===== src/rtl/rfca_pkg.sv =====
`default_nettype none
package rfca_pkg;

    localparam int CELLS_DEF = 4096;
    localparam int WORD_BITS = 32;
    localparam int WORD_OW   = 5;
    localparam int VAL_W     = 31;
    localparam int DIM_W     = 13;
    localparam int COORD_W   = 12;

    localparam logic REG_ROWS = 1'b0;
    localparam logic REG_COLS = 1'b1;

    localparam logic OP_TAKE  = 1'b0;
    localparam logic OP_CLEAR = 1'b1;

    typedef struct packed {
        logic             op;
        logic [VAL_W-1:0] random_value;
    } t_in_item;

    typedef struct packed {
        logic [COORD_W-1:0] cell_row;
        logic [COORD_W-1:0] cell_col;
        logic               grid_full;
    } t_out_item;

endpackage
`default_nettype wire


===== src/rtl/rfca_div.sv =====
`default_nettype none
module rfca_div #(
    parameter int DW = 31,
    parameter int SW = 13
) (
    input  wire logic          i_clk,
    input  wire logic          i_rst_n,
    input  wire logic          i_start,
    input  wire logic [DW-1:0] i_dividend,
    input  wire logic [SW-1:0] i_divisor,
    output logic               o_done,
    output logic [DW-1:0]      o_quot,
    output logic [SW-1:0]      o_rem
);
    localparam int CW = $clog2(DW + 1);

    logic          r_busy;
    logic          r_done;
    logic [CW-1:0] r_cnt;
    logic [DW-1:0] r_q;
    logic [SW-1:0] r_r;
    logic [SW-1:0] r_d;
    logic [SW:0]   trial;
    logic          fits;

    assign trial = {r_r, r_q[DW-1]};
    assign fits  = trial >= {1'b0, r_d};

    always_ff @(posedge i_clk) begin
        if (!i_rst_n) begin
            r_busy <= 1'b0;
            r_done <= 1'b0;
            r_cnt  <= '0;
        end else begin
            r_done <= 1'b0;
            if (i_start) begin
                r_busy <= 1'b1;
                r_cnt  <= CW'(DW);
            end else if (r_busy) begin
                r_cnt <= r_cnt - CW'(1);
                if (r_cnt == CW'(1)) begin
                    r_busy <= 1'b0;
                    r_done <= 1'b1;
                end
            end
        end
    end

    always_ff @(posedge i_clk) begin
        if (i_start) begin
            r_q <= i_dividend;
            r_r <= '0;
            r_d <= i_divisor;
        end else if (r_busy) begin
            if (fits) begin
                r_r <= SW'(trial - {1'b0, r_d});
            end else begin
                r_r <= trial[SW-1:0];
            end
            r_q <= {r_q[DW-2:0], fits};
        end
    end

    assign o_done = r_done;
    assign o_quot = r_q;
    assign o_rem  = r_r;
endmodule
`default_nettype wire


===== src/rtl/random_free_cell_allocator_unit.sv =====
`default_nettype none
// Random free cell allocator.
// Input channel (i_in_valid/o_in_ready, i_in_item): op take or clear, plus a
// random value. Output channel (o_out_valid/i_out_ready, o_out_item): one item
// per take (row, column, grid_full), none per clear.
// Grid size is set over the APB port: grid_rows at 0x0, grid_cols at 0x4.
// The occupancy bitmap lives in a single memory of 32-bit words.
// A take runs two 31-step shift-subtract divisions (start modulo size,
// index by columns) in the shared divider and reads the bitmap one word
// per visit.
// A take that finds the grid full skips the divisions and the bitmap read.
// A clear, and reset, sweep the bitmap one word a cycle, ceil(CELLS/32)
// words, during which no item is accepted; APB writes are still taken.
// One item is in work at a time. A finished result sits in the output
// register; the next item is accepted while it waits. If the receiver
// stalls, the result holds and a following result waits in the block.
module random_free_cell_allocator_unit #(
    parameter int CELLS = rfca_pkg::CELLS_DEF
) (
    input  wire logic                i_clk,
    input  wire logic                i_rst_n,
    input  wire logic                psel,
    input  wire logic                penable,
    input  wire logic                pwrite,
    input  wire logic [2:0]          paddr,
    input  wire logic [31:0]         pwdata,
    output logic [31:0]              prdata,
    output logic                     pready,
    input  wire logic                i_in_valid,
    output logic                     o_in_ready,
    input  wire rfca_pkg::t_in_item  i_in_item,
    output logic                     o_out_valid,
    input  wire logic                i_out_ready,
    output rfca_pkg::t_out_item      o_out_item
);
    localparam int W      = rfca_pkg::WORD_BITS;
    localparam int OW     = rfca_pkg::WORD_OW;
    localparam int NWORDS = (CELLS + W - 1) / W;
    localparam int AW     = (NWORDS > 1) ? $clog2(NWORDS) : 1;
    localparam int SIW    = AW + OW;
    localparam int NW     = $clog2(CELLS + 1);
    localparam int SW     = (NW > rfca_pkg::DIM_W) ? NW : rfca_pkg::DIM_W;
    localparam int DW     = rfca_pkg::VAL_W;
    localparam int PW     = 2 * rfca_pkg::DIM_W;
    localparam int CW     = rfca_pkg::COORD_W;

    typedef enum logic [8:0] {
        S_IDLE  = 9'b000000001,
        S_CLR   = 9'b000000010,
        S_SIZE  = 9'b000000100,
        S_START = 9'b000001000,
        S_MOD   = 9'b000010000,
        S_RD    = 9'b000100000,
        S_CHK   = 9'b001000000,
        S_RC    = 9'b010000000,
        S_OUT   = 9'b100000000
    } t_state;

    t_state  r_state, n_state;

    logic [rfca_pkg::DIM_W-1:0] r_rows, r_cols;
    logic [DW-1:0]              r_rv;
    logic [NW-1:0]              r_size;
    logic [NW-1:0]              r_used;
    logic [SIW-1:0]             r_start;
    logic [AW-1:0]              r_addr;
    logic [AW-1:0]              r_caddr;
    logic                       r_first;
    logic                       r_wrap;
    rfca_pkg::t_out_item        r_res;
    rfca_pkg::t_out_item        r_out;
    logic                       r_ovalid;

    logic [W-1:0] r_mem [NWORDS];
    logic [W-1:0] r_rdata;
    logic         mem_we;
    logic [AW-1:0] mem_waddr;
    logic [W-1:0] mem_wdata;

    logic          in_acc;
    logic          cfg_wr;
    logic [PW-1:0] prod;
    logic          is_full;
    logic [SIW-1:0] nm1;
    logic [AW-1:0] last_word;
    logic [OW-1:0] last_bit;
    logic [OW-1:0] start_bit;
    logic          final_visit;
    logic [W-1:0]  mask;
    logic [W-1:0]  free_bits;
    logic          found;
    logic [OW-1:0] hit_bit;
    logic [SIW-1:0] hit_idx;
    logic          out_free;

    logic          div_start;
    logic [DW-1:0] div_dividend;
    logic [SW-1:0] div_divisor;
    logic          div_done;
    logic [DW-1:0] div_quot;
    logic [SW-1:0] div_rem;

    assign pready = 1'b1;
    assign cfg_wr = psel & penable & pwrite;
    always_comb begin
        case (paddr[2])
            rfca_pkg::REG_ROWS: prdata = {{(32 - rfca_pkg::DIM_W){1'b0}}, r_rows};
            rfca_pkg::REG_COLS: prdata = {{(32 - rfca_pkg::DIM_W){1'b0}}, r_cols};
            default:            prdata = '0;
        endcase
    end

    assign o_in_ready  = (r_state == S_IDLE);
    assign in_acc      = i_in_valid & o_in_ready;
    assign o_out_valid = r_ovalid;
    assign o_out_item  = r_out;
    assign out_free    = !r_ovalid || i_out_ready;

    assign prod    = {{rfca_pkg::DIM_W{1'b0}}, r_rows} * {{rfca_pkg::DIM_W{1'b0}}, r_cols};
    assign is_full = (r_size == '0) || (r_used >= r_size);

    assign nm1         = SIW'(r_size) - SIW'(1);
    assign last_word   = nm1[SIW-1:OW];
    assign last_bit    = nm1[OW-1:0];
    assign start_bit   = r_start[OW-1:0];
    assign final_visit = r_wrap && (r_addr == r_start[SIW-1:OW]);

    always_comb begin
        mask = '1;
        if (r_addr == last_word) begin
            mask = mask & ~(({W{1'b1}} << last_bit) << 1);
        end
        if (r_first) begin
            mask = mask & ({W{1'b1}} << start_bit);
        end
        if (final_visit) begin
            mask = mask & ~({W{1'b1}} << start_bit);
        end
    end

    assign free_bits = ~r_rdata & mask;
    assign found     = |free_bits;

    always_comb begin
        hit_bit = '0;
        for (int i = W - 1; i >= 0; i--) begin
            if (free_bits[i]) begin
                hit_bit = OW'(i);
            end
        end
    end

    assign hit_idx = {r_addr, hit_bit};

    always_comb begin
        mem_we    = 1'b0;
        mem_waddr = r_addr;
        mem_wdata = r_rdata | (W'(1) << hit_bit);
        if (r_state == S_CLR) begin
            mem_we    = 1'b1;
            mem_waddr = r_caddr;
            mem_wdata = '0;
        end else if (r_state == S_CHK && found) begin
            mem_we = 1'b1;
        end
    end

    always_ff @(posedge i_clk) begin
        if (mem_we) begin
            r_mem[mem_waddr] <= mem_wdata;
        end
        r_rdata <= r_mem[r_addr];
    end

    always_comb begin
        div_start    = 1'b0;
        div_dividend = r_rv;
        div_divisor  = SW'(r_size);
        if (r_state == S_START && !is_full) begin
            div_start = 1'b1;
        end else if (r_state == S_CHK && found) begin
            div_start    = 1'b1;
            div_dividend = DW'(hit_idx);
            div_divisor  = SW'(r_cols);
        end
    end

    rfca_div #(
        .DW (DW),
        .SW (SW)
    ) u_div (
        .i_clk      (i_clk),
        .i_rst_n    (i_rst_n),
        .i_start    (div_start),
        .i_dividend (div_dividend),
        .i_divisor  (div_divisor),
        .o_done     (div_done),
        .o_quot     (div_quot),
        .o_rem      (div_rem)
    );

    always_comb begin
        n_state = r_state;
        case (r_state)
            S_IDLE: begin
                if (in_acc) begin
                    n_state = (i_in_item.op == rfca_pkg::OP_CLEAR) ? S_CLR : S_SIZE;
                end
            end
            S_CLR: begin
                if (r_caddr == AW'(NWORDS - 1)) begin
                    n_state = S_IDLE;
                end
            end
            S_SIZE:  n_state = S_START;
            S_START: n_state = is_full ? S_OUT : S_MOD;
            S_MOD: begin
                if (div_done) begin
                    n_state = S_RD;
                end
            end
            S_RD:    n_state = S_CHK;
            S_CHK: begin
                if (found) begin
                    n_state = S_RC;
                end else if (final_visit) begin
                    n_state = S_OUT;
                end else begin
                    n_state = S_RD;
                end
            end
            S_RC: begin
                if (div_done) begin
                    n_state = S_OUT;
                end
            end
            S_OUT: begin
                if (out_free) begin
                    n_state = S_IDLE;
                end
            end
            default: n_state = S_IDLE;
        endcase
    end

    always_ff @(posedge i_clk) begin
        if (!i_rst_n) begin
            r_state  <= S_CLR;
            r_caddr  <= '0;
            r_used   <= '0;
            r_rows   <= rfca_pkg::DIM_W'(1);
            r_cols   <= rfca_pkg::DIM_W'(1);
            r_ovalid <= 1'b0;
        end else begin
            r_state <= n_state;
            if (cfg_wr) begin
                case (paddr[2])
                    rfca_pkg::REG_ROWS: r_rows <= pwdata[rfca_pkg::DIM_W-1:0];
                    rfca_pkg::REG_COLS: r_cols <= pwdata[rfca_pkg::DIM_W-1:0];
                    default: ;
                endcase
            end
            if (in_acc && i_in_item.op == rfca_pkg::OP_CLEAR) begin
                r_caddr <= '0;
                r_used  <= '0;
            end else if (r_state == S_CLR) begin
                r_caddr <= r_caddr + AW'(1);
            end
            if (r_state == S_CHK && found) begin
                r_used <= r_used + NW'(1);
            end
            if (r_state == S_OUT && out_free) begin
                r_ovalid <= 1'b1;
            end else if (i_out_ready) begin
                r_ovalid <= 1'b0;
            end
        end
    end

    always_ff @(posedge i_clk) begin
        if (in_acc) begin
            r_rv <= i_in_item.random_value;
        end
        if (r_state == S_SIZE) begin
            r_size <= (prod > PW'(CELLS)) ? NW'(CELLS) : NW'(prod);
        end
        if (r_state == S_START) begin
            r_res.cell_row  <= '0;
            r_res.cell_col  <= '0;
            r_res.grid_full <= 1'b1;
        end
        if (r_state == S_MOD && div_done) begin
            r_start <= SIW'(div_rem);
            r_addr  <= AW'(SIW'(div_rem) >> OW);
            r_first <= 1'b1;
            r_wrap  <= 1'b0;
        end
        if (r_state == S_CHK && !found) begin
            r_first <= 1'b0;
            if (r_addr == last_word) begin
                r_addr <= '0;
                r_wrap <= 1'b1;
            end else begin
                r_addr <= r_addr + AW'(1);
            end
        end
        if (r_state == S_RC && div_done) begin
            r_res.cell_row  <= div_quot[CW-1:0];
            r_res.cell_col  <= div_rem[CW-1:0];
            r_res.grid_full <= 1'b0;
        end
        if (r_state == S_OUT && out_free) begin
            r_out <= r_res;
        end
    end
endmodule
`default_nettype wire


===== config.mk =====
export PLATFORM = sky130hd
export DESIGN_NAME = random_free_cell_allocator_unit
export DESIGN_NICKNAME = d
export VERILOG_FILES = /design/src/rtl/rfca_pkg.sv /design/src/rtl/rfca_div.sv /design/src/rtl/random_free_cell_allocator_unit.sv
export SDC_FILE = /design/constraint.sdc
export NUM_CORES = 2
export LEC_CHECK = 0
export BUFFER_PORTS_ARGS = -buffer_cell sky130_fd_sc_hd__buf_2
export CAP_MARGIN = 10
export CORE_UTILIZATION = 50
export CTS_CLUSTER_SIZE = 40
export DETAILED_ROUTE_END_ITERATION = 7
export HOLD_SLACK_MARGIN = 0.15
export PLACE_DENSITY_LB_ADDON = 0.15
export SYNTH_ARGS = -nofsm -noshare
export SYNTH_HDL_FRONTEND = slang
export SYNTH_SLANG_ARGS = --single-unit

===== constraint.sdc =====
create_clock -name i_clk -period 26.6 [get_ports i_clk]
set_clock_uncertainty 0.2 [all_clocks]
set_input_delay 5.32 -clock i_clk [delete_from_list [all_inputs] [get_ports i_clk]]
set_output_delay 5.32 -clock i_clk [all_outputs]
set_load 0.005 [all_outputs]

==> flow_metrics.env <==
export IMPL_synth_top_family_by_area="multiplexers"
export IMPL_start_kind="input port"
export IMPL_die_area_sq_mm=0.3532
export IMPL_die_h_um=594.3
export IMPL_synthCells=8098
export IMPL_power_switching_mw=3.185
export IMPL_ys_ff_latch=4363
export IMPL_routedWlPerCell_um=33.23
export IMPL_synth_distinct_cells=98
export IMPL_finalPower_mw=14.50
export IMPL_cts_setup_buffers=0
export IMPL_synth_adder_area_share_pct=2.141
export IMPL_worst_setup_path_end_kind="output port"
export IMPL_gp_congestion=0.8945
export IMPL_report_final_slew_viol_count=0
export IMPL_layout_drive_gt1_share_pct=28.96
export IMPL_cts_hold_buffers=0
export IMPL_row_count=217
export IMPL_fillerInstances=25480
export IMPL_peakVddDrop_mv=0.05773
export IMPL_grt_max_degree=135
export IMPL_synth_compound_area_share_pct=1.856
export IMPL_ios=134
export IMPL_fin_crit_ns=11.73
export IMPL_setup_tns_ns=0
export IMPL_worst_endpoint_required_ns=21.08
export IMPL_synth_area_sq_mm=0.1754
export IMPL_status="complete, no violations"
export IMPL_async_flop_share_pct=0
export IMPL_ys_top_cells_by_area="edfxtp_1 (73%), mux4_2 (17%), fa_1 (1.4%), dfxtp_1 (1.3%), ha_1 (0.75%)"
export IMPL_hold_viol_final=0
export IMPL_grt_ovfl_total=0
export IMPL_cell_internal_pwr_mw=11.31
export IMPL_routed_wl_mm=446.9
export IMPL_worstPathArrival_ns=6.21
export IMPL_ys_seq_area_share_pct=74.06
export IMPL_yosysTopAreaCell="edfxtp_1"
export IMPL_num_nets_final=8761
export IMPL_power_frac_seq_pct=54.3
export IMPL_switching_share_pct=21.97
export IMPL_rr_startpoint="r_size[0]$_SDFFCE_PN0P_"
export IMPL_grt_usage_pct=25.25
export IMPL_numCtsBuffers=439
export IMPL_start_util_pct=50.24
export IMPL_clock_sinks=4363
export IMPL_dp_hpwl_mm=248.8
export IMPL_rsz0062_at_grt="false"
export IMPL_numPortBuffers=92
export IMPL_first_global_vias=86450
export IMPL_fp_coreArea_sq_mm=0.3492
export IMPL_vias_per_cell=6.343
export IMPL_finalCritPeriodShare_pct=44.09
export IMPL_drv_cap=0
export IMPL_cts_tree="built"
export IMPL_area_growth_pct=12.47
export IMPL_clkLatencyLatePin_ns=0.98
export IMPL_startpoint="paddr[2]"
export IMPL_synth_ff_type="edfxtp_1"
export IMPL_min_path_cells=0
export IMPL_fmax_mhz=85.26
export IMPL_clockRootBuffer="clkbuf_16"
export IMPL_first_pass_iters=5
export IMPL_worstMarginPinSlew_ns=1.351
export IMPL_r2r_end="r_mem[66][18]$_DFFE_PP_"
export IMPL_setup_violations=0
export IMPL_ant_nets=0
export IMPL_synth_warnings=0
export IMPL_cp_max_fo=16
export IMPL_path_class="input port to output port"
export IMPL_muxShareOfSynthArea_pct=17.61
export IMPL_synth_edf_count=4252
export IMPL_clock_power_share_pct=41.3
export IMPL_yosys_area_share_simple_pct=2.519
export IMPL_drc=0
export IMPL_ff2ff_setup_slack_ns=18.60
export IMPL_synth_area_per_cell_sq_um=21.66
export IMPL_yosys_area_top_type_share_pct=72.79
export IMPL_hold_path_class="flip-flop to flip-flop"
export IMPL_synth_xor_area_share_pct=0.3146
export IMPL_vias=85290
export IMPL_pwr_share_comb_pct=4.4
export IMPL_r2r_cells=16
export IMPL_power_per_cell_area_mw_per_mm2=73.48
export IMPL_die_w_um=594.3
export IMPL_endpoint="prdata[6]"
export IMPL_path_clk_slew_ns=0.06
export IMPL_post_cts_resized=0
export IMPL_antenna_found_initial=48
export IMPL_drtIter0Drc=9700
export IMPL_leakagePower_nw=65.17
export IMPL_maxSlewHeadroom_pct=9.946
export IMPL_cts_buffer_depth=4
export IMPL_htreeDepth=5
export IMPL_layout_commonest_cell="edfxtp_1"
export IMPL_layout_common_cells="edfxtp_1 (4,252), mux4_2 (1,344), clkbuf_16 (442)"
export IMPL_grt_pass1_wl_mm=634.6
cell usage after synthesis (14+ instances only):
master / instances
nor3b_1: 14
dfxtp_1: 111
a21oi_1: 54
nand4_1: 19
xnor2_1: 40
buf_2: 22
nand3_1: 68
nor3_1: 26
and3_1: 38
nor2_1: 233
fa_1: 122
mux2_2: 46
and2_1: 80
buf_4: 23
nor4_1: 18
o21ai_0: 93
inv_1: 209
a21o_1: 32
nand2b_1: 16
o31ai_1: 29
ha_1: 105
nand2_1: 340
buf_1: 105
xor2_1: 23
a32o_1: 18
mux4_2: 1344
edfxtp_1: 4252
a21boi_0: 37
nor2b_1: 19
o21a_1: 15
clkbuf_1: 299
a211oi_1: 17
critical path: stages:
cell,delay (ns)
buf_2,0.34
mux2_2,0.40
buf_2,0.13
power groups by stage:
stage               combinational [mW]  clock, mW  sequential [mW]
CTS                              0.633       6.09             7.86
floorplan                        0.274          0             8.03
finish                           0.636       5.99             7.87
global route                     0.668       6.34             7.87
global placement                 0.596          0             8.01
detailed placement               0.632          0             8.01
final cells by class:
cell class / count / area (sq um) / share of cell area, %
Clock buffer: 551 / 11540 / 5.850
Multi-Input combinational cell: 3092 / 44320 / 22.47
Timing Repair Buffer: 354 / 2531 / 1.283
Clock inverter: 258 / 2385 / 1.209
Antenna cell: 20 / 50.05 / 0.02537
Sequential cell: 4363 / 129900 / 65.85
Tap cell: 4599 / 5754 / 2.917
Inverter: 210 / 790.8 / 0.4008
per-stage QoR:
step	instance area [sq um]	utilization, %	setup slack, ns	std cells	hold slack (ns)
4_1_cts	197200	56.48	14.83	13430	0.2008
2_1_floorplan	175500	-	14.81	8116	0.2003
5_1_grt	197200	56.49	14.81	13430	0.2182
3_5_place_dp	183300	52.49	14.83	12620	0.2052
3_3_place_gp	183300	52.49	14.85	12620	0.2063
6_report	197300	56.50	14.87	13450	0.2098
sequential cells by signal, indices dropped and copies added, names as in the netlist, 5 cells and up:
| name | cells |
|---|---|
| r_state | 9 |
| r_mem | 4096 |
| u_div.r_cnt | 5 |
| r_used | 13 |
| r_caddr | 7 |
| r_rows | 13 |
| r_rdata | 32 |
| u_div.o_rem | 13 |
| r_addr | 7 |
| o_out_item | 25 |
| u_div.o_quot | 31 |
| r_cols | 13 |
| r_rv | 31 |
| r_size | 13 |
| r_res | 25 |
| r_start | 12 |
| u_div.r_d | 13 |
routing by layer:
| layer | routed length (um) | vias up | GRT usage, % |
|---|---|---|---|
| met1 | 186300 | 46560 | 37.03 |
| met3 | 36800 | 611 | 4.281 |
| li1 | - | 34460 | - |
| met2 | 211600 | 3649 | 39.66 |
| met5 | 34 | - | 0 |
| met4 | 12270 | 6 | 6.847 |
worst min path at each step:
stage                                    from                       end
after floorplan           r_res[10]$_DFFE_PP_  o_out_item[10]$_DFFE_PP_
after global placement    r_res[20]$_DFFE_PP_  o_out_item[20]$_DFFE_PP_
after detailed placement  r_res[12]$_DFFE_PP_  o_out_item[12]$_DFFE_PP_
after CTS                 r_res[12]$_DFFE_PP_  o_out_item[12]$_DFFE_PP_
after global routing       r_res[3]$_DFFE_PP_   o_out_item[3]$_DFFE_PP_
final                     r_res[12]$_DFFE_PP_  o_out_item[12]$_DFFE_PP_
cells by family after synthesis:
group	Yosys count
xor+xnor	63
flops	4363
mux	1401
buf+inv	661
compound gates	447
fa+ha+maj	227
other cells	2
simple gates	934
Note: power is estimated with default switching activity, not from simulation.
